[src/design/assert_macros.svh]
// Assertion macros used by lsct_datapath.
`ifndef ASSERT_MACROS_SVH
`define ASSERT_MACROS_SVH
`ifndef ASSERT_OFF
// Property that must hold at every clock edge outside reset.
`define ASSERT_ALWAYS(lbl, clk, rst_n, prop, msg) \
	lbl: assert property (@(posedge clk) disable iff (!rst_n) (prop)) else $error(msg);
// Implication checked at every clock edge outside reset.
`define ASSERT_IMPLY(lbl, clk, rst_n, ante, cons, msg) \
	lbl: assert property (@(posedge clk) disable iff (!rst_n) (ante) |-> (cons)) else $error(msg);
`else
`define ASSERT_ALWAYS(lbl, clk, rst_n, prop, msg)
`define ASSERT_IMPLY(lbl, clk, rst_n, ante, cons, msg)
`endif
`endif

[src/design/lsct_pkg.sv]
`default_nettype none
package lsct_pkg;

	// Table geometry.
	localparam int NUM_SEGMENTS   = 1024;
	localparam int SEGMENT_BLOCKS = 256;
	localparam int SEG_AW         = $clog2(NUM_SEGMENTS);
	localparam int SEG_SHIFT      = $clog2(SEGMENT_BLOCKS);
	localparam int CNT_W          = 11;
	localparam int LIVE_W         = 8;
	localparam int TIME_W         = 32;
	localparam int PCT_W          = 7;
	localparam int BLK_W          = 18;
	localparam int IDX_W          = 2;
	localparam int ENTRY_W        = 2 + LIVE_W + TIME_W;
	localparam logic [LIVE_W-1:0] LIVE_MAX = LIVE_W'(SEGMENT_BLOCKS - 1);

	// Segment states.
	localparam logic [1:0] SEG_FREE = 2'd0;
	localparam logic [1:0] SEG_FULL = 2'd2;

	// Result status codes.
	localparam logic [1:0] RES_OK       = 2'd0;
	localparam logic [1:0] RES_RANGE    = 2'd1;
	localparam logic [1:0] RES_NOT_FULL = 2'd2;

	// Register indexes.
	localparam logic [IDX_W-1:0] REG_SEGS     = 2'd0;
	localparam logic [IDX_W-1:0] REG_LOW_FREE = 2'd1;
	localparam logic [IDX_W-1:0] REG_MAX_LIVE = 2'd2;

	typedef enum logic [1:0] {
		OP_WRITE   = 2'd0,
		OP_MARK    = 2'd1,
		OP_SELECT  = 2'd2,
		OP_RELEASE = 2'd3
	} op_t;

	typedef enum logic [3:0] {
		S_CLEAR,
		S_IDLE,
		S_ITEM_RD,
		S_ITEM_WB,
		S_SCAN_RD,
		S_SCAN_MUL1,
		S_SCAN_MUL2,
		S_SCAN_CMP,
		S_SCAN_DONE
	} state_t;

	typedef struct packed {
		logic [1:0]        state;
		logic [LIVE_W-1:0] live;
		logic [TIME_W-1:0] wtime;
	} entry_t;

	// Controller to datapath.
	typedef struct packed {
		logic load;
		logic clr_step;
		logic rd_scan;
		logic item_wb;
		logic mul1;
		logic mul2;
		logic cmp;
		logic scan_done;
	} cmd_t;

	// Datapath to controller.
	typedef struct packed {
		logic clr_last;
		logic scan_last;
		logic cfg_clear;
	} sts_t;

endpackage
`default_nettype wire

[src/design/lsct_ctrl.sv]
`default_nettype none
module lsct_ctrl
	import lsct_pkg::*;
(
	input  wire logic       clk,
	input  wire logic       arst_n,
	input  wire logic       start,
	input  wire logic [1:0] op,
	input  wire sts_t       sts,
	output cmd_t            cmd,
	output logic            busy
);

	state_t state_q, state_d;

	// State register; reset starts with a clearing pass over the table.
	always_ff @(posedge clk or negedge arst_n) begin
		if (!arst_n) begin
			state_q <= S_CLEAR;
		end else begin
			state_q <= state_d;
		end
	end

	// Next state and commands.
	always_comb begin
		state_d = state_q;
		cmd     = '0;
		unique case (state_q)
			S_CLEAR: begin
				cmd.clr_step = 1'b1;
				if (sts.clr_last) begin
					state_d = S_IDLE;
				end
			end
			S_IDLE: begin
				if (start) begin
					cmd.load = 1'b1;
					state_d  = (op == OP_SELECT) ? S_SCAN_RD : S_ITEM_RD;
				end
			end
			S_ITEM_RD: begin
				state_d = S_ITEM_WB;
			end
			S_ITEM_WB: begin
				cmd.item_wb = 1'b1;
				state_d     = S_IDLE;
			end
			S_SCAN_RD: begin
				cmd.rd_scan = 1'b1;
				state_d     = S_SCAN_MUL1;
			end
			S_SCAN_MUL1: begin
				cmd.mul1 = 1'b1;
				state_d  = S_SCAN_MUL2;
			end
			S_SCAN_MUL2: begin
				cmd.mul2 = 1'b1;
				state_d  = S_SCAN_CMP;
			end
			S_SCAN_CMP: begin
				cmd.cmp = 1'b1;
				state_d = sts.scan_last ? S_SCAN_DONE : S_SCAN_RD;
			end
			S_SCAN_DONE: begin
				cmd.scan_done = 1'b1;
				state_d       = S_IDLE;
			end
			default: begin
				state_d = S_CLEAR;
			end
		endcase
		// A write of the segment count restarts the clearing pass.
		if (sts.cfg_clear) begin
			state_d = S_CLEAR;
		end
	end

	assign busy = (state_q != S_IDLE);

endmodule
`default_nettype wire

[config.mk]
export PLATFORM = sky130hd
export DESIGN_NAME = lsct_ctrl
export DESIGN_NICKNAME = d
export VERILOG_FILES = /design/src/design/assert_macros.svh /design/src/design/lsct_pkg.sv /design/src/design/lsct_ctrl.sv
export SDC_FILE = /design/constraint.sdc
export NUM_CORES = 1
export LEC_CHECK = 0
export BUFFER_PORTS_ARGS = -buffer_cell sky130_fd_sc_hd__buf_2
export CAP_MARGIN = 20
export CORE_AREA = 2 2 39 41
export CTS_CLUSTER_SIZE = 25
export DETAILED_ROUTE_END_ITERATION = 16
export DIE_AREA = 0 0 41 43
export GPL_TIMING_DRIVEN = 0
export SYNTH_ARGS = -nofsm -noshare
export SYNTH_HDL_FRONTEND = slang
export SYNTH_SLANG_ARGS = --single-unit
[constraint.sdc]
create_clock -name clk -period 1.52 [get_ports clk]
set_input_delay 0.38 -clock clk [delete_from_list [all_inputs] [get_ports clk]]
set_output_delay 0.38 -clock clk [all_outputs]
set_load 0.03 [all_outputs]
# After elaboration in Yosys (flattened, before gate mapping)
# Index checks and enable logic that the tools add are counted.
# word_totals
memories,0
input_bits,8
ff_bits,4
wordCells,31
mem_bits_rw,0
mem_bits_ro,0
latch_bits,0
# classes
n_reduce_logical,3
shifts,0
bitwise,0
n_addsub,0
eq_ne,12
magnitude_cmp,0
n_mux,15
div,0
mul,0
# op_table
operator,count
$pmux 4 s8,1
$eq 4x3->1 const B,4
$mux 4,4
$mux 1,9
$eq 4x2->1 const B,2
$ne 3x3->1 const B,2
$eq 4x1->1 const B,1
$eq 4x4->1 const B,1
$logic_not 4->1,1
$ne 4x1->1 const B,1
$mux 3,1
$eq 2x2->1 const B,1
$reduce_and 2->1,1
$reduce_or 2->1,1

# Longest topological paths before layout
# Gate-level depths: netlist (run 1).
# logic_depth
ltp_word,5
mapped_depth,4
ltp_nobuf,3

# Least setup slack after synthesis (run 1)
# Ideal clock, no wire load.
# synth_path
kind,register to output
startpoint,register state_q[1]
endpoint,output cmd[0] (netlist bit)
slack_ns,-0.534
t_arrival_ns,1.674
path_stages_with_launch,3
n_path_buf,1
t_required_ns,1.140
cell_sequence,dfrtp_1 > buf_2 > nor4b_1
# synth_lines
element,line_no,source
start: declaration,lsct_ctrl.sv:14,"state_t state_q, state_d;"
start signal: assignment,lsct_ctrl.sv:21,state_q <= state_d;
end: declaration,lsct_ctrl.sv:10,"output cmd_t cmd,"

==> results of run 1 <==
-- metrics by stage --
| stage | power, W | setup slack [ns] | utilization | hold WS, ns | instance area [um^2] |
|---|---|---|---|---|---|
| detailed placement | 0.000233 | -0.182 | 0.331 | 0.189 | 458 |
| floorplan | 0.000201 | -0.157 | - | 0.0844 | 358 |
| global route | 0.000436 | -0.357 | 0.469 | 0.409 | 649 |
| global placement | 0.000232 | -0.173 | 0.331 | 0.186 | 458 |
| finish | 0.000416 | -0.322 | 0.469 | 0.406 | 649 |
| CTS | 0.000404 | -0.357 | 0.442 | 0.387 | 612 |
-- cell families (layout without fill, tap and decap cells) --
kind of cell           count (synthesis)  count (layout)  synth area share
AO/OA/AOI/OAI                          8               8             0.179
buffers and inverters                  8              36             0.128
flip-flops                             4               4             0.311
AND/OR/NAND/NOR                       20              20             0.381
-- critical path, cell delays in order, from the launching register on --
cell and delay (ns):
dfrtp_2 0.42, or4b_4 0.56, nor2_4 0.12, buf_6 0.13
-- power groups by stage --
| stage | logic, W | registers (W) | clock network, W |
|---|---|---|---|
| final | 0.000168 | 0.000117 | 0.000130 |
| after detailed placement | 0.000117 | 0.000116 | 0 |
| after floorplan | 0.0000854 | 0.000116 | 0 |
| after global routing | 0.000179 | 0.000118 | 0.000139 |
| after CTS | 0.000151 | 0.000119 | 0.000134 |
| after global placement | 0.000116 | 0.000116 | 0 |
-- path summary, 6_finish.rpt --
| check | to | cells past startpoint | startpoint | slack [ns] |
|---|---|---|---|---|
| worst max-delay path | cmd[7] | 3 | state_q[2]$_DFFE_PN0P_ | -0.32 |
| worst min-delay path | state_q[1]$_DFFE_PN0P_ | 2 | sts[0] | 0.41 |
| worst max register to register | state_q[2]$_DFFE_PN0P_ | 4 | state_q[2]$_DFFE_PN0P_ | -0.03 |
| worst min register to register | state_q[1]$_DFFE_PN0P_ | 3 | state_q[3]$_DFFE_PN0P_ | 0.68 |
| max in group asynchronous | state_q[2]$_DFFE_PN0P_ | 2 | arst_n | 0.90 |
| min in group asynchronous | state_q[0]$_DFFE_PN0P_ | 2 | arst_n | 0.48 |
-- cells in the mapped netlist --
cell | n | area [um^2]
or2_2 | 1 | 6.26
a2111oi_0 | 1 | 8.76
and3b_1 | 1 | 8.76
dfrtp_1 | 4 | 100
nor4b_1 | 1 | 8.76
nor3_1 | 2 | 10.0
o311ai_0 | 1 | 8.76
nor3b_1 | 1 | 7.51
buf_2 | 3 | 15.0
buf_6 | 1 | 11.3
a311oi_1 | 1 | 8.76
or4b_4 | 1 | 13.8
nor2_1 | 7 | 26.3
nand2b_1 | 2 | 12.5
nor4_1 | 1 | 6.26
o21ai_0 | 1 | 5.00
a21oi_1 | 2 | 10.0
inv_1 | 4 | 15.0
a2bb2oi_1 | 1 | 8.76
o21a_1 | 1 | 7.51
nor2b_1 | 1 | 6.26
nor4_2 | 1 | 12.5
nand2_1 | 1 | 3.75
-- what timing repair did --
action	CTS	global route
pin swaps	5	3
setup endpoints to repair	9	11
gates resized for setup	25	4
hold endpoints to repair	4	0
hold buffers	1	0
setup buffers	8	4
-- cell type report --
type                    instances  area, um^2
flip-flops and latches          4         101
clock buffers                   3        22.5
inverters                       4        15.0
well taps                      16        20.0
fillers                       140         734
multi-input cells              28         264
plain buffers                   2        22.5
repair buffers                 27         204
-- metal layers --
layer  GRT usage  vias to the layer above  share of wire
li1            -                      198              -
met1       0.124                      191           0.35
met2       0.222                       16           0.56
met3      0.0628                        2          0.067
met4      0.0400                        0          0.018
met5           0                        -              0
==> out/metrics.yaml, run 1 <==
post-route-period-util: 1.21
synth_cells: 40
routed_wl_mm: 1.05
detail-route-antenna-nets: 0
io_buffers: 16
hp-class: "input port to flip-flop"
p_leak_nw: 0.291
p_int_w: 0.000280
final_cells: 84
skew_ns: 0.00613
fmax_mhz: 543
synth-seq-cells: 4
nets: 78
seqPwrFrac: 0.282
crit_required_ns: 1.14
die_h_um: 43
area_growth_pct: 102
ios: 17
rsz0062_at_grt: "yes"
num_rows: 14
irDropWorstVdd_mv: 0.481
avgSynthCellArea_um2: 8.04
largestRegisters: "state_q x4"
worst_skew_pair.late_latency_ns: 0.24
mostFrequentLayoutCell: "buf_4"
drc: 0
initial_core_util: 0.232
p_sw_w: 0.000135
worst_slack_ns: -0.322
grt_pass1_vias: 391
combPwrFrac: 0.405
hpwl_um: 578
synth_nets: 48
worst_ep_arrival_time_ns: 1.46
cts.sinks: 4
h-tree-depth: 1
path_max_fanout: 4
synth_area_um2: 322
swShare: 0.325
drt-initial-drc-count: 7
grt_usage: 0.128
place_inst: 72
drv_cap: 0
grt_pass1_wl_mm: 1.50
drive_gt1_frac: 0.632
finalMaxSlewViolations: 0
finalHoldViolCount: 0
cp-start-kind: "flip-flop"
synth_cell_types: 23
fin_setup_tns_ns: -1.87
violations: "negative setup slack"
gr-total-overflow: 0
synth-seq-area-share: 0.311
die-width_um: 41
end_kind: "output pin"
clkPwrFrac: 0.313
slew_headroom: 0.733
worstSetupPathType: "flip-flop to output pin"
largest_register_ff_count: 4
regMostFlops: "state_q"
first_pass_iters: 4
cts_buffers: 3
dieArea_um2: 1760
finalSetupViolCount: 10
diodes: 0
period_needed_ns: 1.84
cts_tree: "yes"
max-clock-path-buffers: 2
tightest_slew_ns: 0.395
cts.reportedPaths.clkPinSlew_ns: 0.04
final_cell_mix: "buf_4 (13), buf_6 (7), buf_2 (7)"
wl_per_cell_um: 12.5
vias: 407
grt_max_degree: 11
cts-root-buf: "clkbuf_4"
routed_via_density: 4.85
antenna_found_initial: 0
status: "finished, violations left"
power_per_cell_area_nw_per_um2: 640
gp_congestion: 0.669
core_area_um2: 1380
ys_warn_count: 0
Note: power is estimated with default switching activity, not from simulation.
==> run 2: changes to the inputs <==
--- a/config.mk
+++ b/config.mk
@@ -5,13 +5,14 @@
 export SDC_FILE = /design/constraint.sdc
 export NUM_CORES = 1
 export LEC_CHECK = 0
-export BUFFER_PORTS_ARGS = -buffer_cell sky130_fd_sc_hd__buf_2
 export CAP_MARGIN = 20
 export CORE_AREA = 2 2 39 41
 export CTS_CLUSTER_SIZE = 25
 export DETAILED_ROUTE_END_ITERATION = 16
 export DIE_AREA = 0 0 41 43
+export DONT_BUFFER_PORTS = 1
 export GPL_TIMING_DRIVEN = 0
+export SETUP_SLACK_MARGIN = 0.3
 export SYNTH_ARGS = -nofsm -noshare
 export SYNTH_HDL_FRONTEND = slang
 export SYNTH_SLANG_ARGS = --single-unit
==> run 2 against run 1 <==
  * The flow still finishes with violations (negative setup slack)
  * Utilization is 1.7 points lower
  * Sequential power about the same
  * Power shrank 4.5%
  * Register-to-register slack hardly changed
  * Final cell count down 18%
  * Worst hold slack worse by 0.20 ns
  * Count of clock-buffer cells in the layout stayed put
==> out/metrics.yaml, run 2 (same netlist as run 1, synthesis figures left out) <==
cts-root-buf: "clkbuf_4"  # unchanged
min_to: "state_q[0]$_DFFE_PN0P_"  # was state_q[1]$_DFFE_PN0P_
diodes: 0  # unchanged
die_h_um: 43  # unchanged
reg2reg_setup_slack_ns: -0.02  # was -0.03 ns
cts_tree: "yes"  # unchanged
mostFrequentLayoutCell: "buf_6"  # was buf_4
end_kind: "output pin"  # unchanged
reg2reg_depth: 4  # unchanged
gr-usage-met2: 0.206  # was 0.222
worst_slack_ns: -0.401  # was -0.322 ns
gp_congestion: 0.743  # was 0.669
gr-total-overflow: 0  # unchanged
cts.reportedPaths.clkPinSlew_ns: 0.04  # about the same
hpwl_um: 564  # was 578 um
placed_area_um2: 388  # was 458 um^2
whs_path_depth: 1  # was 2
h-tree-depth: 1  # unchanged
tightest_slew_ns: 0.556  # was 0.395 ns
r2r-end: "state_q[2]$_DFFE_PN0P_"  # unchanged
dieArea_um2: 1760  # unchanged
worst_skew_pair.late_latency_ns: 0.23  # was 0.24 ns
area_growth_pct: 94.6  # was 102%
final_cell_mix: "buf_6 (8), nor2_4 (4), inv_1 (4), buf_4 (4), dfrtp_1 (4)"  # was buf_4 (13), buf_6 (7), buf_2 (7)
nets: 63  # was 78
die-width_um: 41  # unchanged
cp-start-kind: "flip-flop"  # unchanged
fmax_mhz: 520  # was 543 MHz
routed_via_density: 5.00  # was 4.85
grt_pass1_vias: 378  # was 391
grt_max_degree: 11  # unchanged
io_buffers: 0  # was 16
num_rows: 14  # unchanged
finalHoldViolCount: 0  # unchanged
detail-route-antenna-nets: 0  # unchanged
status: "finished, violations left"  # unchanged
skew_ns: 0.00543  # was 0.00613 ns
antenna_found_initial: 0  # unchanged
irDropWorstVdd_mv: 0.447  # was 0.481 mV
first_pass_iters: 2  # was 4
crit_required_ns: 1.14  # about the same
largestRegisters: "state_q x4"  # unchanged
violations: "negative setup slack"  # unchanged
grt_pass1_wl_mm: 1.64  # was 1.50 mm
drc: 0  # unchanged
core_area_um2: 1380  # unchanged
ios: 17  # unchanged
slew_headroom: 0.628  # was 0.733
grt_busiest_layer: "met2"  # unchanged
regMostFlops: "state_q"  # unchanged
stdcell_area_um2: 626  # was 649 um^2
critPathSlowestCell: "or4b_4"  # unchanged
dpl_worst_slack_ns: -0.237  # was -0.182 ns
vias: 345  # was 407
routed_wl_um: 987  # was 1.05 mm
path_cells: "buf_6, or4b_4, nor2_4"  # was or4b_4, nor2_4, buf_6
drt-initial-drc-count: 2  # was 7
hp-class: "input port to flip-flop"  # unchanged
initial_core_util: 0.232  # unchanged
r2r_start: "state_q[3]$_DFFE_PN0P_"  # was state_q[2]$_DFFE_PN0P_
path_max_fanout: 3  # was 4
hold_start: "sts[0]"  # unchanged
cts.sinks: 4  # unchanged
drive_gt1_frac: 0.642  # was 0.632
met3_usage: 0.0681  # was 0.0628
cts_buffers: 3  # unchanged
finalSetupViolCount: 10  # unchanged
drv_cap: 0  # unchanged
grt_usage: 0.142  # was 0.128
wl_per_cell_um: 14.3  # was 12.5 um
post-route-period-util: 1.26  # was 1.21
slowest_delay_ns: 0.61  # was 0.56 ns
worst_ep_arrival_time_ns: 1.54  # was 1.46 ns
max-clock-path-buffers: 2  # unchanged
worstSetupPathType: "flip-flop to output pin"  # unchanged
period_needed_ns: 1.92  # was 1.84 ns
largest_register_ff_count: 4  # unchanged
power_per_cell_area_nw_per_um2: 634  # was 640 nW/um^2
use_met1: 0.184  # was 0.124
crit_path_start: "state_q[3]$_DFFE_PN0P_"  # was state_q[2]$_DFFE_PN0P_
rsz0062_at_grt: "yes"  # unchanged
finalMaxSlewViolations: 0  # unchanged
p_leak_nw: 0.231  # was 0.291 nW
## run 2: metrics by stage
stage / setup TNS (ns) / cells / hold slack [ns] / total power (W) / util
after floorplan: -0.542 / 40 / 0.0844 / 0.000203 / -
after global placement: -1.02 / 56 / 0.0846 / 0.000212 / 0.280
after detailed placement: -1.11 / 56 / 0.0846 / 0.000214 / 0.280
after CTS: -1.97 / 68 / 0.202 / 0.000395 / 0.434
after global routing: -3.15 / 69 / 0.195 / 0.000420 / 0.452
final: -2.64 / 69 / 0.210 / 0.000397 / 0.452
## run 2: critical path: cells and delay by family (launching register included)
family	cells	cell delay [ns]
buffers and inverters	1	0.11
flip-flops	1	0.36
AND/OR/NAND/NOR	2	0.83
## run 2: worst max-delay path by stage
stage	endpoint	slack [ns]	depth (start not counted)
6_report	cmd[7]	-0.40	3
2_1_floorplan	cmd[7]	-0.16	3
4_1_cts	cmd[7]	-0.42	3
3_3_place_gp	cmd[4]	-0.23	3
3_5_place_dp	cmd[4]	-0.24	3
5_1_grt	cmd[7]	-0.45	3
## run 2: area by class of cell
| cell class | instances | area (um^2) |
|---|---|---|
| clock buffers | 3 | 22.5 |
| inverters | 4 | 15.0 |
| fillers | 129 | 758 |
| repair buffers | 10 | 100 |
| multi-input cells | 28 | 323 |
| well taps | 16 | 20.0 |
| flip-flops and latches | 4 | 100 |
| plain buffers | 4 | 45.0 |
## run 2: repair_timing
item                                    CTS  global route
setup buffers                             8             1
pin swaps                                 6             4
resized for setup                        26             4
hold endpoints to repair                  4             0
hold buffers                              1             0
endpoints found under the setup margin   13            13
cloned                                    0             0
## run 2: layer usage
layer  up-vias  wire [um]
li1        168          -
met1       166        393
met2        11        534
met3         0         58
met4         0          0
met5         -          0
## run 2: report_power, final
group          internal (W)  switching (W)
clock network     0.0000881      0.0000407
logic             0.0000632      0.0000886
registers          0.000113     0.00000375
